### config.mk
export PLATFORM = sky130hd
export DESIGN_NAME = rx_fifo_xon_xoff_core
export DESIGN_NICKNAME = d
export VERILOG_FILES = /design/src/hw/rtl/rfx_pkg.sv /design/src/hw/rtl/rfx_ring_mem.sv /design/src/hw/rtl/rfx_ctrl.sv /design/src/hw/rtl/rx_fifo_xon_xoff_core.sv
export SDC_FILE = /design/constraint.sdc
export NUM_CORES = 2
export LEC_CHECK = 0
export BUFFER_PORTS_ARGS = -buffer_cell sky130_fd_sc_hd__buf_2
export CORE_MARGIN = 8
export CORE_UTILIZATION = 58
export DETAILED_ROUTE_END_ITERATION = 10
export PLACE_DENSITY = 0.81
export SLEW_MARGIN = 15
export SYNTH_ARGS = -nofsm -noshare
export SYNTH_HDL_FRONTEND = slang
export SYNTH_SLANG_ARGS = --single-unit
export TNS_END_PERCENT = 5
### constraint.sdc
create_clock -name clk -period 9.3 [get_ports clk]
set_input_delay 1.86 -clock clk [delete_from_list [all_inputs] [get_ports clk]]
set_output_delay 1.86 -clock clk [all_outputs]
set_load 0.1 [all_outputs]
### src/hw/rtl/rfx_pkg.sv
// Shared types and constants for the receive FIFO with XON/XOFF flow control.
package rfx_pkg;

  typedef struct packed {
    logic       kind;
    logic [7:0] rx_byte;
  } rfx_in_t;

  typedef struct packed {
    logic       data_valid;
    logic [7:0] data_byte;
    logic [1:0] flow_send;
    logic [7:0] level;
  } rfx_out_t;

  typedef enum logic [1:0] {
    FLOW_NONE = 2'd0,
    FLOW_XOFF = 2'd1,
    FLOW_XON  = 2'd2
  } rfx_flow_t;

  // Result fields known at accept time; the data byte follows from the ring read.
  typedef struct packed {
    logic       data_valid;
    rfx_flow_t  flow_send;
    logic [7:0] level;
  } rfx_stat_t;

  localparam logic KIND_ENQ = 1'b0;
  localparam logic KIND_DEQ = 1'b1;

  localparam logic REG_HIGH_WATER = 1'b0;
  localparam logic REG_LOW_WATER  = 1'b1;

  localparam logic [7:0] HIGH_WATER_RST = 8'd192;
  localparam logic [7:0] LOW_WATER_RST  = 8'd64;
  localparam logic [7:0] LEVEL_MAX      = 8'hFF;

endpackage

### src/hw/rtl/rfx_ring_mem.sv
// Ring storage: one write port and one registered read port.
module rfx_ring_mem #(
  parameter int DEPTH = 256,
  parameter int AW    = 8
) (
  input  logic          clk,
  input  logic          we,
  input  logic [AW-1:0] waddr,
  input  logic [7:0]    wdata,
  input  logic          re,
  input  logic [AW-1:0] raddr,
  output logic [7:0]    rdata_r
);

  logic [7:0] ring_mem [DEPTH];

  always_ff @(posedge clk) begin
    if (we) begin
      ring_mem[waddr] <= wdata;
    end
  end

  always_ff @(posedge clk) begin
    if (re) begin
      rdata_r <= ring_mem[raddr];
    end
  end

endmodule

### src/hw/rtl/rfx_ctrl.sv
// Pointer, fill count, watermark registers and XON/XOFF decision logic.
module rfx_ctrl #(
  parameter int DEPTH = 256,
  parameter int AW    = 8
) (
  input  logic                clk,
  input  logic                rst_n,
  input  logic                cfg_we,
  input  logic                cfg_idx,
  input  logic [7:0]          cfg_wdata,
  input  logic                accept,
  input  rfx_pkg::rfx_in_t    item,
  output logic                mem_we,
  output logic [AW-1:0]       mem_waddr,
  output logic [7:0]          mem_wdata,
  output logic                mem_re,
  output logic [AW-1:0]       mem_raddr,
  output rfx_pkg::rfx_stat_t  stat_r
);
  import rfx_pkg::*;

  localparam int CMPW = (AW > 8) ? AW : 8;
  localparam logic [AW-1:0] LAST_SLOT = AW'(DEPTH - 1);

  logic [AW-1:0] wr_ptr_r, wr_ptr_nxt;
  logic [AW-1:0] rd_ptr_r, rd_ptr_nxt;
  logic [AW-1:0] count_r, count_nxt;
  logic          xoff_r, xoff_nxt;
  logic [7:0]    high_r, low_r;
  logic [AW-1:0] wr_next, rd_next, count_dec;
  logic [CMPW-1:0] count_ext;
  rfx_stat_t     stat_nxt;

  always_comb begin
    wr_next    = (wr_ptr_r == LAST_SLOT) ? '0 : wr_ptr_r + AW'(1);
    rd_next    = (rd_ptr_r == LAST_SLOT) ? '0 : rd_ptr_r + AW'(1);
    count_dec  = (count_r == '0) ? '0 : count_r - AW'(1);
    wr_ptr_nxt = wr_ptr_r;
    rd_ptr_nxt = rd_ptr_r;
    count_nxt  = count_r;
    xoff_nxt   = xoff_r;
    mem_we     = 1'b0;
    mem_re     = 1'b0;
    mem_waddr  = wr_next;
    mem_wdata  = item.rx_byte;
    mem_raddr  = rd_next;
    stat_nxt.data_valid = 1'b0;
    stat_nxt.flow_send  = FLOW_NONE;
    if (accept) begin
      if (item.kind == KIND_ENQ) begin
        if (item.rx_byte != 8'd0) begin
          // XOFF decision uses the count before the store, even if the byte is dropped
          if (CMPW'(count_r) > CMPW'(high_r)) begin
            stat_nxt.flow_send = FLOW_XOFF;
            xoff_nxt           = 1'b1;
          end
          if (wr_next != rd_ptr_r) begin
            mem_we     = 1'b1;
            wr_ptr_nxt = wr_next;
            count_nxt  = count_r + AW'(1);
          end
        end
      end else if (wr_ptr_r != rd_ptr_r) begin
        count_nxt = count_dec;
        if ((CMPW'(count_dec) < CMPW'(low_r)) && xoff_r) begin
          xoff_nxt           = 1'b0;
          stat_nxt.flow_send = FLOW_XON;
        end
        rd_ptr_nxt          = rd_next;
        mem_re              = 1'b1;
        stat_nxt.data_valid = 1'b1;
      end
    end
    count_ext      = CMPW'(count_nxt);
    stat_nxt.level = (count_ext > CMPW'(LEVEL_MAX)) ? LEVEL_MAX : count_ext[7:0];
  end

  always_ff @(posedge clk) begin
    if (!rst_n) begin
      wr_ptr_r <= '0;
      rd_ptr_r <= '0;
      count_r  <= '0;
      xoff_r   <= 1'b0;
    end else begin
      wr_ptr_r <= wr_ptr_nxt;
      rd_ptr_r <= rd_ptr_nxt;
      count_r  <= count_nxt;
      xoff_r   <= xoff_nxt;
    end
  end

  always_ff @(posedge clk) begin
    if (!rst_n) begin
      high_r <= HIGH_WATER_RST;
      low_r  <= LOW_WATER_RST;
    end else if (cfg_we) begin
      unique case (cfg_idx)
        REG_HIGH_WATER: high_r <= cfg_wdata;
        REG_LOW_WATER:  low_r  <= cfg_wdata;
        default: ;
      endcase
    end
  end

  always_ff @(posedge clk) begin
    if (accept) begin
      stat_r <= stat_nxt;
    end
  end

endmodule

### src/hw/rtl/rx_fifo_xon_xoff_core.sv
// Top level: receive ring buffer with XON/XOFF flow requests.
//
// Each item is an enqueue of a received byte or a dequeue request, and yields
// exactly one result. The ring lives in a single synchronous RAM of DEPTH bytes
// (DEPTH-1 usable); pointers, fill count and the XOFF flag sit in registers and
// are updated in the cycle an item is accepted, while the ring read for a dequeue
// is issued in that same cycle. One item per clock is accepted whenever the
// result path is not backed up. RAM read data and result fields are captured at
// the accepting edge; the output register then loads from them once it is empty
// or not stalled.
// No clearing pass after reset is needed: entries are read only after written.
module rx_fifo_xon_xoff_core #(
  parameter int DEPTH = 256
) (
  input  logic              clk,
  input  logic              rst_n,
  input  logic              cfg_we,
  input  logic              cfg_idx,
  input  logic [7:0]        cfg_wdata,
  input  logic              in_valid,
  output logic              in_stall,
  input  rfx_pkg::rfx_in_t  in_data,
  output logic              out_valid,
  input  logic              out_stall,
  output rfx_pkg::rfx_out_t out_data
);
  import rfx_pkg::*;

  localparam int AW = $clog2(DEPTH);

  logic          accept;
  logic          mem_we, mem_re;
  logic [AW-1:0] mem_waddr, mem_raddr;
  logic [7:0]    mem_wdata, mem_rdata_r;
  rfx_stat_t     stat_r;
  logic          s1_valid_r, s1_valid_nxt;
  logic          out_valid_r, out_valid_nxt;
  logic          out_take;
  rfx_out_t      out_data_r;

  assign out_take = !out_valid_r || !out_stall;
  assign in_stall = s1_valid_r && !out_take;
  assign accept   = in_valid && !in_stall;

  rfx_ctrl #(.DEPTH(DEPTH), .AW(AW)) u_ctrl (
    .clk       (clk),
    .rst_n     (rst_n),
    .cfg_we    (cfg_we),
    .cfg_idx   (cfg_idx),
    .cfg_wdata (cfg_wdata),
    .accept    (accept),
    .item      (in_data),
    .mem_we    (mem_we),
    .mem_waddr (mem_waddr),
    .mem_wdata (mem_wdata),
    .mem_re    (mem_re),
    .mem_raddr (mem_raddr),
    .stat_r    (stat_r)
  );

  rfx_ring_mem #(.DEPTH(DEPTH), .AW(AW)) u_mem (
    .clk     (clk),
    .we      (mem_we),
    .waddr   (mem_waddr),
    .wdata   (mem_wdata),
    .re      (mem_re),
    .raddr   (mem_raddr),
    .rdata_r (mem_rdata_r)
  );

  always_comb begin
    s1_valid_nxt  = s1_valid_r;
    out_valid_nxt = out_valid_r;
    if (out_take) begin
      out_valid_nxt = s1_valid_r;
      s1_valid_nxt  = 1'b0;
    end
    if (accept) begin
      s1_valid_nxt = 1'b1;
    end
  end

  always_ff @(posedge clk) begin
    if (!rst_n) begin
      s1_valid_r  <= 1'b0;
      out_valid_r <= 1'b0;
    end else begin
      s1_valid_r  <= s1_valid_nxt;
      out_valid_r <= out_valid_nxt;
    end
  end

  always_ff @(posedge clk) begin
    if (out_take && s1_valid_r) begin
      out_data_r.data_valid <= stat_r.data_valid;
      out_data_r.data_byte  <= stat_r.data_valid ? mem_rdata_r : 8'd0;
      out_data_r.flow_send  <= stat_r.flow_send;
      out_data_r.level      <= stat_r.level;
    end
  end

  assign out_valid = out_valid_r;
  assign out_data  = out_data_r;

endmodule
# Word-level counts from Yosys, hierarchy flattened
# Memory sizes are Yosys's and may differ from the RTL's. A register that Yosys moved wholly into a read port is not among the register bits.
# Cells that the tools add are included.
# word_totals
word_cells	79
mem_bits_rw	2048
inputBits	23
romBits	0
mem_count	1
latchBits	0
register_bits	73
# classes
eq_ne	6
shift	0
n_lt_le_gt_ge	3
mul	0
reduce_logical	19
div	0
n_addsub	4
bitwise	2
mux	29
# memory_table
memory	depth	word_bits	read_ports	rd_ports_with_merged_regs	write_ports	line_no	source
u_mem.ring_mem	256	8	1	1	1	rfx_ring_mem.sv:15	logic [7:0] ring_mem [DEPTH];
# op_table
cell	count
2-to-1 mux 8 bit	8
adder 8 x 1 -> 8 bit (second input constant)	3
2-to-1 mux 1 bit	17
== test 8 bit (second input constant)	2
!= test 8 bit	2
greater-than comparator 8 bit	1
greater-than comparator 8 bit (second input constant)	1
logical NOT 8 bit	1
less-than comparator 8 bit	1
nonzero test 8 bit	1
subtractor 8 x 1 -> 8 bit (second input constant)	1
2-to-1 mux 2 bit	3
nonzero test 2 bit	3
AND reduction 5 bit	1
logical AND 1 bit	4
logical NOT 1 bit	4
!= test 2 x 1 -> 1 bit (second input constant)	2
AND reduction 2 bit	2
AND reduction 4 bit	1
2-to-1 mux 3 bit	1
AND reduction 3 bit	1
NOT 1 bit	2
logical OR 1 bit	1

# Logic depth before layout (Yosys ltp)
# logic_depth
ltp_word	9
ltp_mapped	17
mapped_depth_nobuf	12

# By module
# A second synthesis with hierarchy kept.
# hier_totals
hier_cells	4199
hier_area_um2	83842.9
# by_module_without_submodules
mod	instances	area_per_inst_um2	cells_each
rfx_ring_mem	1	79636.4	3733
rfx_ctrl	1	3502.1	431
rx_fifo_xon_xoff_core	1	704.4	35

# Worst setup path after synthesis
# No wires, ideal clock.
# synth_timing
path_kind	in2out
start	input port out_stall
end	output port in_stall
slack_ns	4.840
stages	2
arrival_time_ns	2.600
n_path_buf	0
path_cell_list	nand3_1 > inv_1
# synth_via
elab_chain_cells	4
# synth_rtl
item	line_no	source
start: declaration	rx_fifo_xon_xoff_core.sv:24	input logic out_stall,
logical NOT 1 bit	rx_fifo_xon_xoff_core.sv:41	assign out_take = !out_valid_r || !out_stall;
logical OR 1 bit	rx_fifo_xon_xoff_core.sv:41	
logical NOT 1 bit	rx_fifo_xon_xoff_core.sv:42	assign in_stall = s1_valid_r && !out_take;
logical AND 1 bit	rx_fifo_xon_xoff_core.sv:42	
end: declaration	rx_fifo_xon_xoff_core.sv:21	output logic in_stall,
# No other way between the ends.

# Worst setup path after layout
# layout_timing
start	register u_ctrl.rd_ptr_r[1]
end	register u_mem.rdata_r[4], read port of u_mem.ring_mem (data pin)
# layout_via
elab_chain_cells	4
word_cells_on_any_way	7
# layout_rtl
item	line_no	source
start: declaration	rfx_ctrl.sv:26	logic [AW-1:0] rd_ptr_r, rd_ptr_nxt;
start signal: assignment	rfx_ctrl.sv:86	rd_ptr_r <= rd_ptr_nxt;
parallel branches: the longest is 4 deep, another holds adder 8 x 1 -> 8 bit	--	
end: declaration	rfx_ring_mem.sv:12	output logic [7:0] rdata_r
# Several ways; the timed one is not identified.
# A chain may end at the register's enable or synchronous reset.

==> metrics.cfg <==
[setup_path]
worstPathRequired_ns=9.78
slowest_delay_ns=1.32
crit_fanout=68
worst-r2r-setup-slack_ns=2.83
crit_type=reg2reg
startpoint=u_ctrl.rd_ptr_r[1]$_SDFFE_PN0P_
reg2reg_depth=11
end_kind=flop
critPathSlowestCell=a311oi_1
crit_chain=ha_4, and4_1, a21oi_4, buf_12, buf_4, mux4_2, nor2b_1, o31ai_1, nand4_1, a311oi_1, nor3_1
path_delay_family=compound AO/OA/AOI/OAI gates
crit-reg2reg-launch=u_ctrl.rd_ptr_r[1]$_SDFFE_PN0P_
r2r-end=u_mem.rdata_r[4]$_DFFE_PP_
start_kind=flop
crit_buf_inv=2
worstPathArrival_ns=6.96

[routing]
drc=0
routedWlPerCell_um=36.6
wl_um=244000
dr.pass1.iters=10
dr_total_vias=48427
vias_per_cell=7.28
drtIter0Drc=9464
ant_nets=0

[die]
rows=139
start_util_pct=58.5
fp.dieH_um=397
io_pins=44
dieArea_sq_um=157000
core_area_sq_um=144000
die_w_um=397

[synthesis]
synth_area_leaders=edfxtp_1 74%, mux4_2 11%, nor2_1 1.5%, mux2i_1 1.4%, nand2_1 1.4%
yosysTopAreaCell=edfxtp_1
ys_warn_count=0
synth_area_sq_um=84100
synthArstFlopShare_pct=0
synth_enable_flop_cells=2086
ys_ff_latch=2129
ys_types=84
synth_top_area_share_pct=74.5
synth_area_per_cell_sq_um=18.7
synthCells=4496
dominantRegCellSynth=edfxtp_1
syn_nets=4543
yosysSeqAreaShare_pct=75.5

[placed_design]
port_buffers=43
dp_hpwl_um=140000
gp_congestion=0.946
preCtsSetupSlack_ns=3.27
place_area_sq_um=86300
dp.cells=6268

[layout]
multi_input_area_sq_um=19200
final_area_sq_um=93100
final_core_util_pct=64.7
layout.cells.non_filler=6655
area.sequential_sq_um=63500
nFillCells=8866
nets=4614
layout-area-overhead-vs-synth_pct=10.6
layout-drive-gt1-share_pct=19.2

[power]
fin_total_pwr_mw=20.8
max-vdd-ir-drop_mv=0.218
power_density_nw_per_um2=223
p_leak_nw=29.6

[worst_hold_path]
hold_start=u_ctrl.stat_r[0]$_DFFE_PP_
whs_path_depth=0
min_path_type=reg2reg
holdPathEnd=out_data[0]$_DFFE_PP_

[timing]
worst_pin_slew_ns=1.59
fin_skew_ns=0.0554
drv_slew=3
rsz0062_at_grt=false
finalHoldViolCount=0
setup-tns-final_ns=0
min_period_over_period_pct=69.6
period_needed_ns=6.47
holdWs_ns=0.417
setup_ws_ns=2.83
finalSetupViolCount=0
max_freq_mhz=155
slew_headroom_pct=-6.92

[status]
outcome=complete, but fails checks
violations=max-capacitance violations, max-slew violations

[global_route]
grt_overflow=0
track_usage_pct=30.4
first_global_vias=47037
grt_max_degree=184
grt_pass1_wl_um=343000
grt_antenna_before_repair=16

[cts]
cts_setup_buffers=0
htreeDepth=4
cts_resized=0
cts_tree=done
clock-sinks=2129
numCtsBuffers=199
clock_latency_ns=0.86
clock-root-buffer=clkbuf_16
clockBufferDepth=3
hold_buffers=0
clkTransAtPathRegs_ns=0.06

[run]
maxCapViolations=1

## Yosys cell counts (all sizes together) (11+ instances only)
library cell,count
nor4,29
nand3,91
a22oi,92
mux4,409
a22o,15
a21oi,131
o22ai,39
nand4,26
a221oi,18
inv,41
o211ai,11
a311oi,14
mux2,18
and2,15
and3,20
nand2,311
a211oi,45
edfxtp,2086
clkbuf,158
nor2,345
xnor2,23
a31oi,16
o21ai,39
o2111ai,11
nor3,40
ha,24
buf,116
dfxtp,43
mux2i,117
## registers in the layout (all words and copies together), names as in the netlist
name / count
u_ctrl.wr_ptr_r: 8
u_ctrl.count_r: 8
out_valid: 1
u_mem.rdata_r: 8
s1_valid_r: 1
out_data: 19
u_ctrl.stat_r: 11
u_ctrl.rd_ptr_r: 8
u_ctrl.low_r: 8
u_ctrl.xoff_r: 1
u_ctrl.high_r: 8
u_mem.ring_mem: 2048
## kinds of logic (layout without fill, tap and decap cells)
group / count (synthesis) / after routing / share of synthesized area (%)
DFF: 2129 / 2129 / 75.5
and+or+nand+nor: 919 / 919 / 4.75
muxes: 544 / 544 / 12.6
AOI/OAI and AO/OA: 530 / 530 / 4.44
buffers and inverters: 317 / 557 / 2.01
xor gates and xnor gates: 33 / 33 / 0.360
adders and majority gates: 24 / 24 / 0.357
other: 0 / 16 / 0
## layer usage
layer	GRT usage, %	share of wire [%]
met5	0.185	0.079
met4	19.7	8.1
met3	11.7	16
met2	44.2	44
met1	38.6	32
## cell type report
type	instances	share of cell area [%]
multi-input cells	2050	20.6
repair buffers	144	1.26
diodes	16	0.0430
well taps	1903	2.56
flip-flops and latches	2129	68.2
clock buffers	250	5.76
clock inverters	120	1.36
inverters	43	0.173
## cells in the final DEF, fill, tap and decap left out, drive strengths merged, types with 10 or more instances in the layout
| cell | synthesis | final |
|---|---|---|
| diode | 0 | 16 |
| clkinv | 2 | 83 |
| a22oi | 92 | 92 |
| mux2i | 117 | 117 |
| o22ai | 39 | 39 |
| mux2 | 18 | 18 |
| inv | 41 | 47 |
| and2 | 15 | 15 |
| a22o | 15 | 15 |
| xnor2 | 23 | 23 |
| mux4 | 409 | 409 |
| nor4 | 29 | 29 |
| a211oi | 45 | 45 |
| a221oi | 18 | 18 |
| nor2 | 345 | 345 |
| nand3 | 91 | 91 |
| dfxtp | 43 | 43 |
| a32o | 10 | 10 |
| clkbuf | 158 | 258 |
| o21ai | 39 | 39 |
| edfxtp | 2086 | 2086 |
| ha | 24 | 24 |
| a311oi | 14 | 14 |
| nand4 | 26 | 26 |
| buf | 116 | 136 |
| a31oi | 16 | 16 |
| a21oi | 131 | 131 |
| nand2 | 311 | 311 |
| and3 | 20 | 20 |
| nor3 | 40 | 40 |
| o211ai | 11 | 11 |
| o2111ai | 11 | 11 |
| bufinv | 0 | 24 |
## where the power goes
part / switching, mW / leakage [nW] / total [mW] / internal (mW)
logic: 1.19 / 7.23 / 1.83 / 0.646
clock network: 3.59 / 3.23 / 8.34 / 4.75
registers: 0.0329 / 19.1 / 10.6 / 10.6
total: 4.81 / 29.6 / 20.8 / 16.0
## how the worst max path moves through the flow
stage | to | depth (start not counted) | slack, ns
6_report | u_mem.rdata_r[4]$_DFFE_PP_ | 11 | 2.83
5_1_grt | u_mem.rdata_r[1]$_DFFE_PP_ | 11 | 2.97
4_1_cts | u_mem.rdata_r[1]$_DFFE_PP_ | 11 | 3.24
3_5_place_dp | u_mem.ring_mem[191][4]$_DFFE_PP_ | 7 | 3.27
3_3_place_gp | u_mem.rdata_r[4]$_DFFE_PP_ | 11 | 3.34
2_1_floorplan | in_stall | 2 | 4.84
No activity file was read; power rests on OpenSTA's default activity.
